File: src/hw/rtl/agab_pkg.sv
// ----------------------------------------------------------------------------
// agab_pkg
// Shared types and helpers for the ARGB32 alpha blender with global alpha.
// ----------------------------------------------------------------------------
package agab_pkg;

	localparam int unsigned ChanW     = 8;
	localparam int unsigned PixW      = 32;
	localparam int unsigned ProdW     = 16;
	localparam logic [ChanW-1:0] ChMax   = 8'hFF;
	localparam logic [ProdW-1:0] ChRound = 16'd127;
	localparam int unsigned AlphaLsb  = 24;

	typedef logic [ChanW-1:0] chan_t;
	typedef logic [ProdW-1:0] prod_t;

	typedef struct packed {
		logic [PixW-1:0] src_pixel;
		logic [PixW-1:0] dst_pixel;
	} pix_in_t;

	typedef struct packed {
		logic [PixW-1:0] out_pixel;
		logic            write_needed;
	} pix_out_t;

	// Rounded-down division by 255, exact for every value up to 255*255 + 127.
	function automatic chan_t div255(input prod_t x);
		logic [ProdW:0] t;
		t = {1'b0, x} + 17'd1 + {9'd0, x[ProdW-1:ChanW]};
		return t[ProdW-1:ChanW];
	endfunction

endpackage

File: src/hw/rtl/argb_alpha_blend_global_alpha_unit.sv
// ----------------------------------------------------------------------------
// argb_alpha_blend_global_alpha_unit
// Source-over blend of ARGB32 pixel pairs with a global opacity register.
// ----------------------------------------------------------------------------
// Each request on the item channel carries a source and a destination pixel.
// The result channel returns the blended pixel and a write flag that is low
// when the effective alpha is zero and the destination is left unchanged.
// The cfg channel writes the 8-bit global alpha; it is always ready. It must be
// written only while the pipeline is empty; the block itself does not enforce this.
// Four register stages: scaled-alpha product, effective alpha, per-channel
// weighted sums, and the output register, which a request passes in order.
// One request is taken every cycle unless item_stall is high; the rate is
// set by the four-stage pipeline, one pixel pair per stage.
// When the receiver stalls, the output register holds and the stages behind
// it close up their bubbles; item_stall rises only once every stage is full.
// Reset empties the pipeline and sets the global alpha to 255.
// ----------------------------------------------------------------------------
module argb_alpha_blend_global_alpha_unit (
	input  logic               clk,
	input  logic               arst_n,
	input  logic               item_valid,
	output logic               item_stall,
	input  agab_pkg::pix_in_t  item,
	output logic               result_valid,
	input  logic               result_stall,
	output agab_pkg::pix_out_t result,
	input  logic               cfg_valid,
	output logic               cfg_ready,
	input  agab_pkg::chan_t    cfg_data
);
	import agab_pkg::*;

	chan_t ga_q;

	logic v1, v2, v3, v4;
	logic en1, en2, en3, en4;

	pix_in_t pix_s1, pix_s2, pix_s3;
	prod_t   prod_s1;
	logic    ga_full_s1;
	chan_t   a_s2, a_s3;
	chan_t   a_eff;
	chan_t   q_r, q_g, q_b, q_a;
	logic [ChanW:0] oa_sum;
	chan_t   oa;
	pix_out_t res_d;

	assign cfg_ready = 1'b1;

	always_ff @(posedge clk or negedge arst_n) begin
		if (!arst_n) begin
			ga_q <= ChMax;
		end else if (cfg_valid && cfg_ready) begin
			ga_q <= cfg_data;
		end
	end

	assign en4 = !v4 || !result_stall;
	assign en3 = !v3 || en4;
	assign en2 = !v2 || en3;
	assign en1 = !v1 || en2;
	assign item_stall = !en1;

	always_ff @(posedge clk or negedge arst_n) begin
		if (!arst_n) begin
			v1 <= 1'b0;
			v2 <= 1'b0;
			v3 <= 1'b0;
			v4 <= 1'b0;
		end else begin
			if (en1) v1 <= item_valid;
			if (en2) v2 <= v1;
			if (en3) v3 <= v2;
			if (en4) v4 <= v3;
		end
	end

	always_ff @(posedge clk) begin
		if (en1) begin
			pix_s1     <= item;
			prod_s1    <= prod_t'(item.src_pixel[PixW-1:AlphaLsb]) * prod_t'(ga_q) + ChRound;
			ga_full_s1 <= (ga_q == ChMax);
		end
	end

	assign a_eff = ga_full_s1 ? pix_s1.src_pixel[PixW-1:AlphaLsb] : div255(prod_s1);

	always_ff @(posedge clk) begin
		if (en2) begin
			pix_s2 <= pix_s1;
			a_s2   <= a_eff;
		end
		if (en3) begin
			pix_s3 <= pix_s2;
			a_s3   <= a_s2;
		end
	end

	agab_lane u_lane_r (
		.clk(clk), .en(en3),
		.s(pix_s2.src_pixel[23:16]), .d(pix_s2.dst_pixel[23:16]), .a(a_s2), .q(q_r)
	);
	agab_lane u_lane_g (
		.clk(clk), .en(en3),
		.s(pix_s2.src_pixel[15:8]), .d(pix_s2.dst_pixel[15:8]), .a(a_s2), .q(q_g)
	);
	agab_lane u_lane_b (
		.clk(clk), .en(en3),
		.s(pix_s2.src_pixel[7:0]), .d(pix_s2.dst_pixel[7:0]), .a(a_s2), .q(q_b)
	);
	agab_lane u_lane_a (
		.clk(clk), .en(en3),
		.s('0), .d(pix_s2.dst_pixel[PixW-1:AlphaLsb]), .a(a_s2), .q(q_a)
	);

	assign oa_sum = {1'b0, a_s3} + {1'b0, q_a};
	assign oa     = oa_sum[ChanW] ? ChMax : oa_sum[ChanW-1:0];

	always_comb begin
		if (a_s3 == '0) begin
			res_d.out_pixel    = pix_s3.dst_pixel;
			res_d.write_needed = 1'b0;
		end else if (a_s3 == ChMax) begin
			res_d.out_pixel    = pix_s3.src_pixel;
			res_d.write_needed = 1'b1;
		end else begin
			res_d.out_pixel    = {oa, q_r, q_g, q_b};
			res_d.write_needed = 1'b1;
		end
	end

	always_ff @(posedge clk) begin
		if (en4) begin
			result <= res_d;
		end
	end

	assign result_valid = v4;

	a_stall_only_when_full: assert property (@(posedge clk) disable iff (!arst_n)
		item_stall |-> (v1 && v2 && v3 && v4 && result_stall))
		else $error("item_stall raised while the pipeline has room");

	a_advance: assert property (@(posedge clk) disable iff (!arst_n)
		(v3 && en4) |=> v4)
		else $error("request lost between stage three and the output register");

	a_zero_alpha_no_write: assert property (@(posedge clk) disable iff (!arst_n)
		(v3 && en4 && a_s3 == '0) |=> !result.write_needed)
		else $error("write flag set for zero effective alpha");

endmodule

File: src/hw/rtl/agab_lane.sv
// ----------------------------------------------------------------------------
// agab_lane
// One 8-bit channel of the blend: registered weighted sum, then divide by 255.
// ----------------------------------------------------------------------------
module agab_lane (
	input  logic           clk,
	input  logic           en,
	input  agab_pkg::chan_t s,
	input  agab_pkg::chan_t d,
	input  agab_pkg::chan_t a,
	output agab_pkg::chan_t q
);
	import agab_pkg::*;

	prod_t sum_s3;
	chan_t inv_a;

	assign inv_a = ChMax - a;

	always_ff @(posedge clk) begin
		if (en) begin
			sum_s3 <= prod_t'(s) * prod_t'(a) + prod_t'(d) * prod_t'(inv_a) + ChRound;
		end
	end

	assign q = div255(sum_s3);

endmodule

File: config.mk
export PLATFORM = sky130hd
export DESIGN_NAME = argb_alpha_blend_global_alpha_unit
export DESIGN_NICKNAME = d
export VERILOG_FILES = /design/src/hw/rtl/agab_pkg.sv /design/src/hw/rtl/argb_alpha_blend_global_alpha_unit.sv /design/src/hw/rtl/agab_lane.sv
export SDC_FILE = /design/constraint.sdc
export NUM_CORES = 2
export LEC_CHECK = 0
export BUFFER_PORTS_ARGS = -buffer_cell sky130_fd_sc_hd__buf_2
export CORE_MARGIN = 10
export CORE_UTILIZATION = 60
export DETAILED_ROUTE_END_ITERATION = 10
export PLACE_DENSITY_LB_ADDON = 0.05
export SKIP_LAST_GASP = 1
export SLEW_MARGIN = 25
export SYNTH_ARGS = -nofsm -noshare
export SYNTH_HDL_FRONTEND = slang
export SYNTH_SLANG_ARGS = --single-unit
File: constraint.sdc
create_clock -name clk -period 9.09 [get_ports clk]
set_input_delay 1.818 -clock clk [delete_from_list [all_inputs] [get_ports clk]]
set_output_delay 1.818 -clock clk [all_outputs]
set_load 0.02 [all_outputs]
### Yosys cells after proc, flatten, opt, wreduce, memory -nomap -nowiden

Index checks and enable logic that the tools add are counted.

* register bits: 334
* output and inout port bits: 36
* input port bits: 77

* reduce and logical (&&, ||, !) cells: 11
* $mul: 8
* muxes and demuxes: 4
* add/sub/neg operators: 20
* equal/unequal tests: 2

Operators by type and width (count)
* 8-bit by 8-bit multiplier with 16-bit output: 8
* 16-bit by 1-bit adder with 16-bit output, second input constant: 5
* 16-bit by 7-bit adder with 16-bit output, second input constant: 5
* 16-bit by 8-bit adder with 16-bit output: 5
* 33-bit 2-to-1 mux: 2
* 16-bit adder: 3
* 8-bit equality test, second input constant: 2
* 8-bit 2-to-1 mux: 2
* 8-bit by 8-bit adder with 9-bit output: 1
* 8-bit zero test: 1
* 8-bit subtractor, first input constant: 1
* 1-bit zero test: 6
* 1-bit logical OR: 4

### Longest topological paths before layout

* word-level depth: 6
* mapped depth: 23
* mapped depth without buffers: 21

### Cells and area by module

A second synthesis with hierarchy kept.

* cells, all modules: 2989
* area total of the unflattened synthesis: 32727.6 um2

By module, submodules not included
* argb_alpha_blend_global_alpha_unit: cells an instance 798, times used 1, area an instance 11810.1 um2
* agab_lane at u_lane_g: cells an instance 556, times used 1, area an instance 5288.8 um2
* agab_lane at u_lane_r: cells an instance 542, times used 1, area an instance 5218.8 um2
* agab_lane at u_lane_a: cells an instance 546, times used 1, area an instance 5217.5 um2
* agab_lane at u_lane_b: cells an instance 547, times used 1, area an instance 5192.5 um2

### Least setup slack after synthesis

No wires, ideal clock.

* path type: input to output
* from: input port result_stall
* to: output port item_stall
* cell stages on the path: 3
* data arrival time: 4.662 ns
* setup slack: 2.610 ns
* cell sequence: and3_1 > nand3_1 > inv_1

* longest elaborated chain between the ends: 6

Ends and longest elaborated chain
* start, declared: line argb_alpha_blend_global_alpha_unit.sv:25 `input logic result_stall,`
* 1-bit zero test: line argb_alpha_blend_global_alpha_unit.sv:58 `assign en4 = !v4 || !result_stall;`
* 1-bit logical OR: line argb_alpha_blend_global_alpha_unit.sv:58
* 1-bit logical OR: line argb_alpha_blend_global_alpha_unit.sv:59 `assign en3 = !v3 || en4;`
* 1-bit logical OR: line argb_alpha_blend_global_alpha_unit.sv:60 `assign en2 = !v2 || en3;`
* 1-bit logical OR: line argb_alpha_blend_global_alpha_unit.sv:61 `assign en1 = !v1 || en2;`
* 1-bit zero test: line argb_alpha_blend_global_alpha_unit.sv:62 `assign item_stall = !en1;`
* end, declared: line argb_alpha_blend_global_alpha_unit.sv:22 `output logic item_stall,`

Every way passes these cells.

### Worst setup path after layout

* from: register a_s2[1]
* to: register u_lane_b.sum_s3[15] (data pin)

* longest elaborated chain between the ends: 4

Ends and longest elaborated chain
* start, declared: line argb_alpha_blend_global_alpha_unit.sv:41 `chan_t a_s2, a_s3;`
* start signal, assigned: line argb_alpha_blend_global_alpha_unit.sv:91 `a_s2 <= a_eff;`
* 8-bit subtractor: line agab_lane.sv:18 `assign inv_a = ChMax - a;`
* 8-bit by 8-bit multiplier with 16-bit output: line agab_lane.sv:22 `sum_s3 <= prod_t'(s) * prod_t'(a) + prod_t'(d) * prod_t'(inv_a) + ChRound;`
* 16-bit adder *: line agab_lane.sv:22
* 16-bit by 7-bit adder with 16-bit output *: line agab_lane.sv:22
* end signal, assigned: line agab_lane.sv:22
* end, declared: line agab_lane.sv:15 `prod_t sum_s3;`

Every way passes the cells marked *; elsewhere a longest branch is shown, timed or not.
A chain may end at the register's enable or synchronous reset.

==> reports/qor.yml <==
outcome: "finished clean"
setup-tns-final_ns: 0
drtIter0Drc: 1054
rows: 81
yosys_warnings: 0
final_cell_mix: "inv_1 (499), fa_1 (394), edfxtp_1 (322)"
synth_edf_count: 322
place.port_buffers: 111
yosysUniqueCellTypes: 68
fin_hold_ws_ns: 0.412
endpoint_kind: "register"
start_kind: "register"
skew_ns: 0.0176
final_common_cell: "inv_1"
cts_buffer_depth: 3
routed_wl_um: 66800
grt_start_max_net_pins: 77
grt_use_total_pct: 23.1
ant_nets: 0
dp_hpwl_um: 49600
synth_top_area_cell: "edfxtp_1"
crit_fanout: 35
use_met1_pct: 29.9
grt_util_met3_pct: 4.17
finalCritPeriodShare_pct: 72.8
worst_slew_pin_slew_ns: 1.03
cap_violations: 0
via_count: 19100
die_area_mm2: 0.0594
use_met2_pct: 38.2
drcViolationCount: 0
synth_nets: 3410
synthTopCellsByArea: "edfxtp_1 (32%), fa_1 (26%), ha_1 (12%), inv_1 (6.2%), nor2b_1 (2.9%)"
start_util_pct: 61.0
die_w_um: 244
die_y_um: 244
ys_ff_latch: 334
yosysSeqAreaShare_pct: 33.2
nets: 3505
cts_tree: "done"
fin_crit_ns: 6.61
clockRootBuffer: "clkbuf_16"
hold_path_class: "reg -> reg"
fmax_mhz: 151
synth_ff_type: "edfxtp_1"
synthCells: 2660
setup_viol: 0
post_synth.cell_area_avg_um2: 11.3
cts_buffers: 38
routabilityCongestion: 0.860
finalHoldViolCount: 0
cts.sink_count: 334
synth_area_mm2: 0.0300
ctsResizeCount: 0
post_drt_via_cell_ratio: 5.53
rsz0062_at_grt: "no"
grt_first_pass_wirelength_um: 109000
clk_pin_slew_ns: 0.07
first_pass_iters: 5
holdBufCountCts: 0
required_ns: 9.40
async_flop_share_pct: 3.59
antenna_found_initial: 5
cts.repair_timing.setup_buffer_count: 0
cts.htree.levels: 2
ioPinCount: 113
critPathKind: "reg -> reg"
core_area_mm2: 0.0493
routedWlPerCell_um: 19.4
drive_above_1_share_pct: 8.22
clock_latency_ns: 0.58
cp.arrival_ns: 6.93
synth_top_area_share_pct: 32.2
top_usage_layer: "met2"
slew_viol_final: 0
grt-ovfl-total: 0
syn_to_final_growth_pct: 8.44
maxSlewHeadroom_pct: 31.4
grt_pass1_vias: 20700
-- cell usage after synthesis, types with 7 or more instances --
cell and count:
edfxtp_1 322, fa_1 394, o22ai_1 16, xor2_1 42, xnor2_1 64, nor2b_1 139
a211oi_1 7, o21ai_1 8, mux2_2 8, o21bai_1 7, o21a_1 15, and3_1 9
nand2b_1 133, nand3_1 24, clkbuf_1 69, nand4_1 12, o21ai_0 42, a21oi_1 67
nor2_1 51, inv_1 500, o211ai_1 9, a21o_1 19, ha_1 279, nand2_1 193
dfstp_2 8, a22oi_1 13, nor3_1 20, and2_1 124
-- worst paths after layout --
| check | startpoint | endpoint | slack, ns | depth (start not counted) |
|---|---|---|---|---|
| max in group asynchronous | arst_n | ga_q[1] | 7.72 | 1 |
| max | a_s2[1] | u_lane_b.sum_s3[15] | 2.48 | 19 |
| min in group asynchronous | arst_n | v3 | 1.10 | 1 |
| max reg2reg | a_s2[1] | u_lane_b.sum_s3[15] | 2.48 | 19 |
| min | pix_s1[43] | pix_s2[43] | 0.41 | 0 |
| min reg2reg | pix_s1[43] | pix_s2[43] | 0.41 | 0 |
-- critical path: stages, from the launching register on --
cell and delay (ns):
edfxtp_1 0.91, buf_4 0.51, nand2_1 0.14, fa_1 0.52, fa_1 0.55, inv_1 0.05
fa_1 0.48, fa_1 0.50, fa_1 0.49, inv_1 0.05, fa_1 0.47, inv_1 0.04
ha_1 0.23, nor3_1 0.26, o2111ai_1 0.19, a31oi_1 0.35, o21ai_0 0.20, nor3_1 0.18
a21oi_1 0.08, xnor2_1 0.13
-- metrics by stage --
stage | util (%) | instance area [um^2] | cells | setup WS (ns)
finish | 66.1 | 32600 | 3450 | 2.48
CTS | 66.1 | 32600 | 3449 | 2.60
global placement | 63.5 | 31300 | 3379 | 2.84
global route | 66.1 | 32600 | 3450 | 2.14
detailed placement | 63.6 | 31300 | 3379 | 2.63
floorplan | - | 30000 | 2660 | 2.61
-- state kept, by name (all words and copies together), names as in the netlist, 16 cells and up --
register and cells:
u_lane_b.sum_s3 16, pix_s3 64, pix_s1 64, u_lane_g.sum_s3 16, u_lane_r.sum_s3 16, prod_s1 16
result 33, u_lane_a.sum_s3 16, pix_s2 64
-- layer usage --
metal | part of all wire, % | routed length, um
met1 | 42 | 28100
met2 | 49 | 32400
met3 | 5.7 | 3830
met4 | 3.6 | 2400
met5 | 0.034 | 23
-- kinds of logic (layout without fill, tap and decap cells) --
family          Yosys count  after routing  share of synthesized area (%)
simple gates            726            726                           13.0
fa+ha+maj               673            673                           37.9
buf+inv                 572            697                           7.16
flops                   334            334                           33.2
compound gates          239            239                           5.33
xor+xnor                106            106                           3.09
mux                       9              9                          0.333
other cells               1              2                         0.0125
-- layout make-up --
cell class | instances | area [um^2]
multi-input combinational | 1754 | 17900
fill | 3832 | 16700
sequential | 334 | 9980
inverter | 500 | 1880
clock buffer | 44 | 993
tap | 664 | 831
timing repair buffer | 127 | 676
clock inverter | 26 | 264
antenna | 1 | 2.50
Power is left out: the tool's default activity adds up to more than one toggle a clock period on the data nets, which glitch-free logic cannot reach.
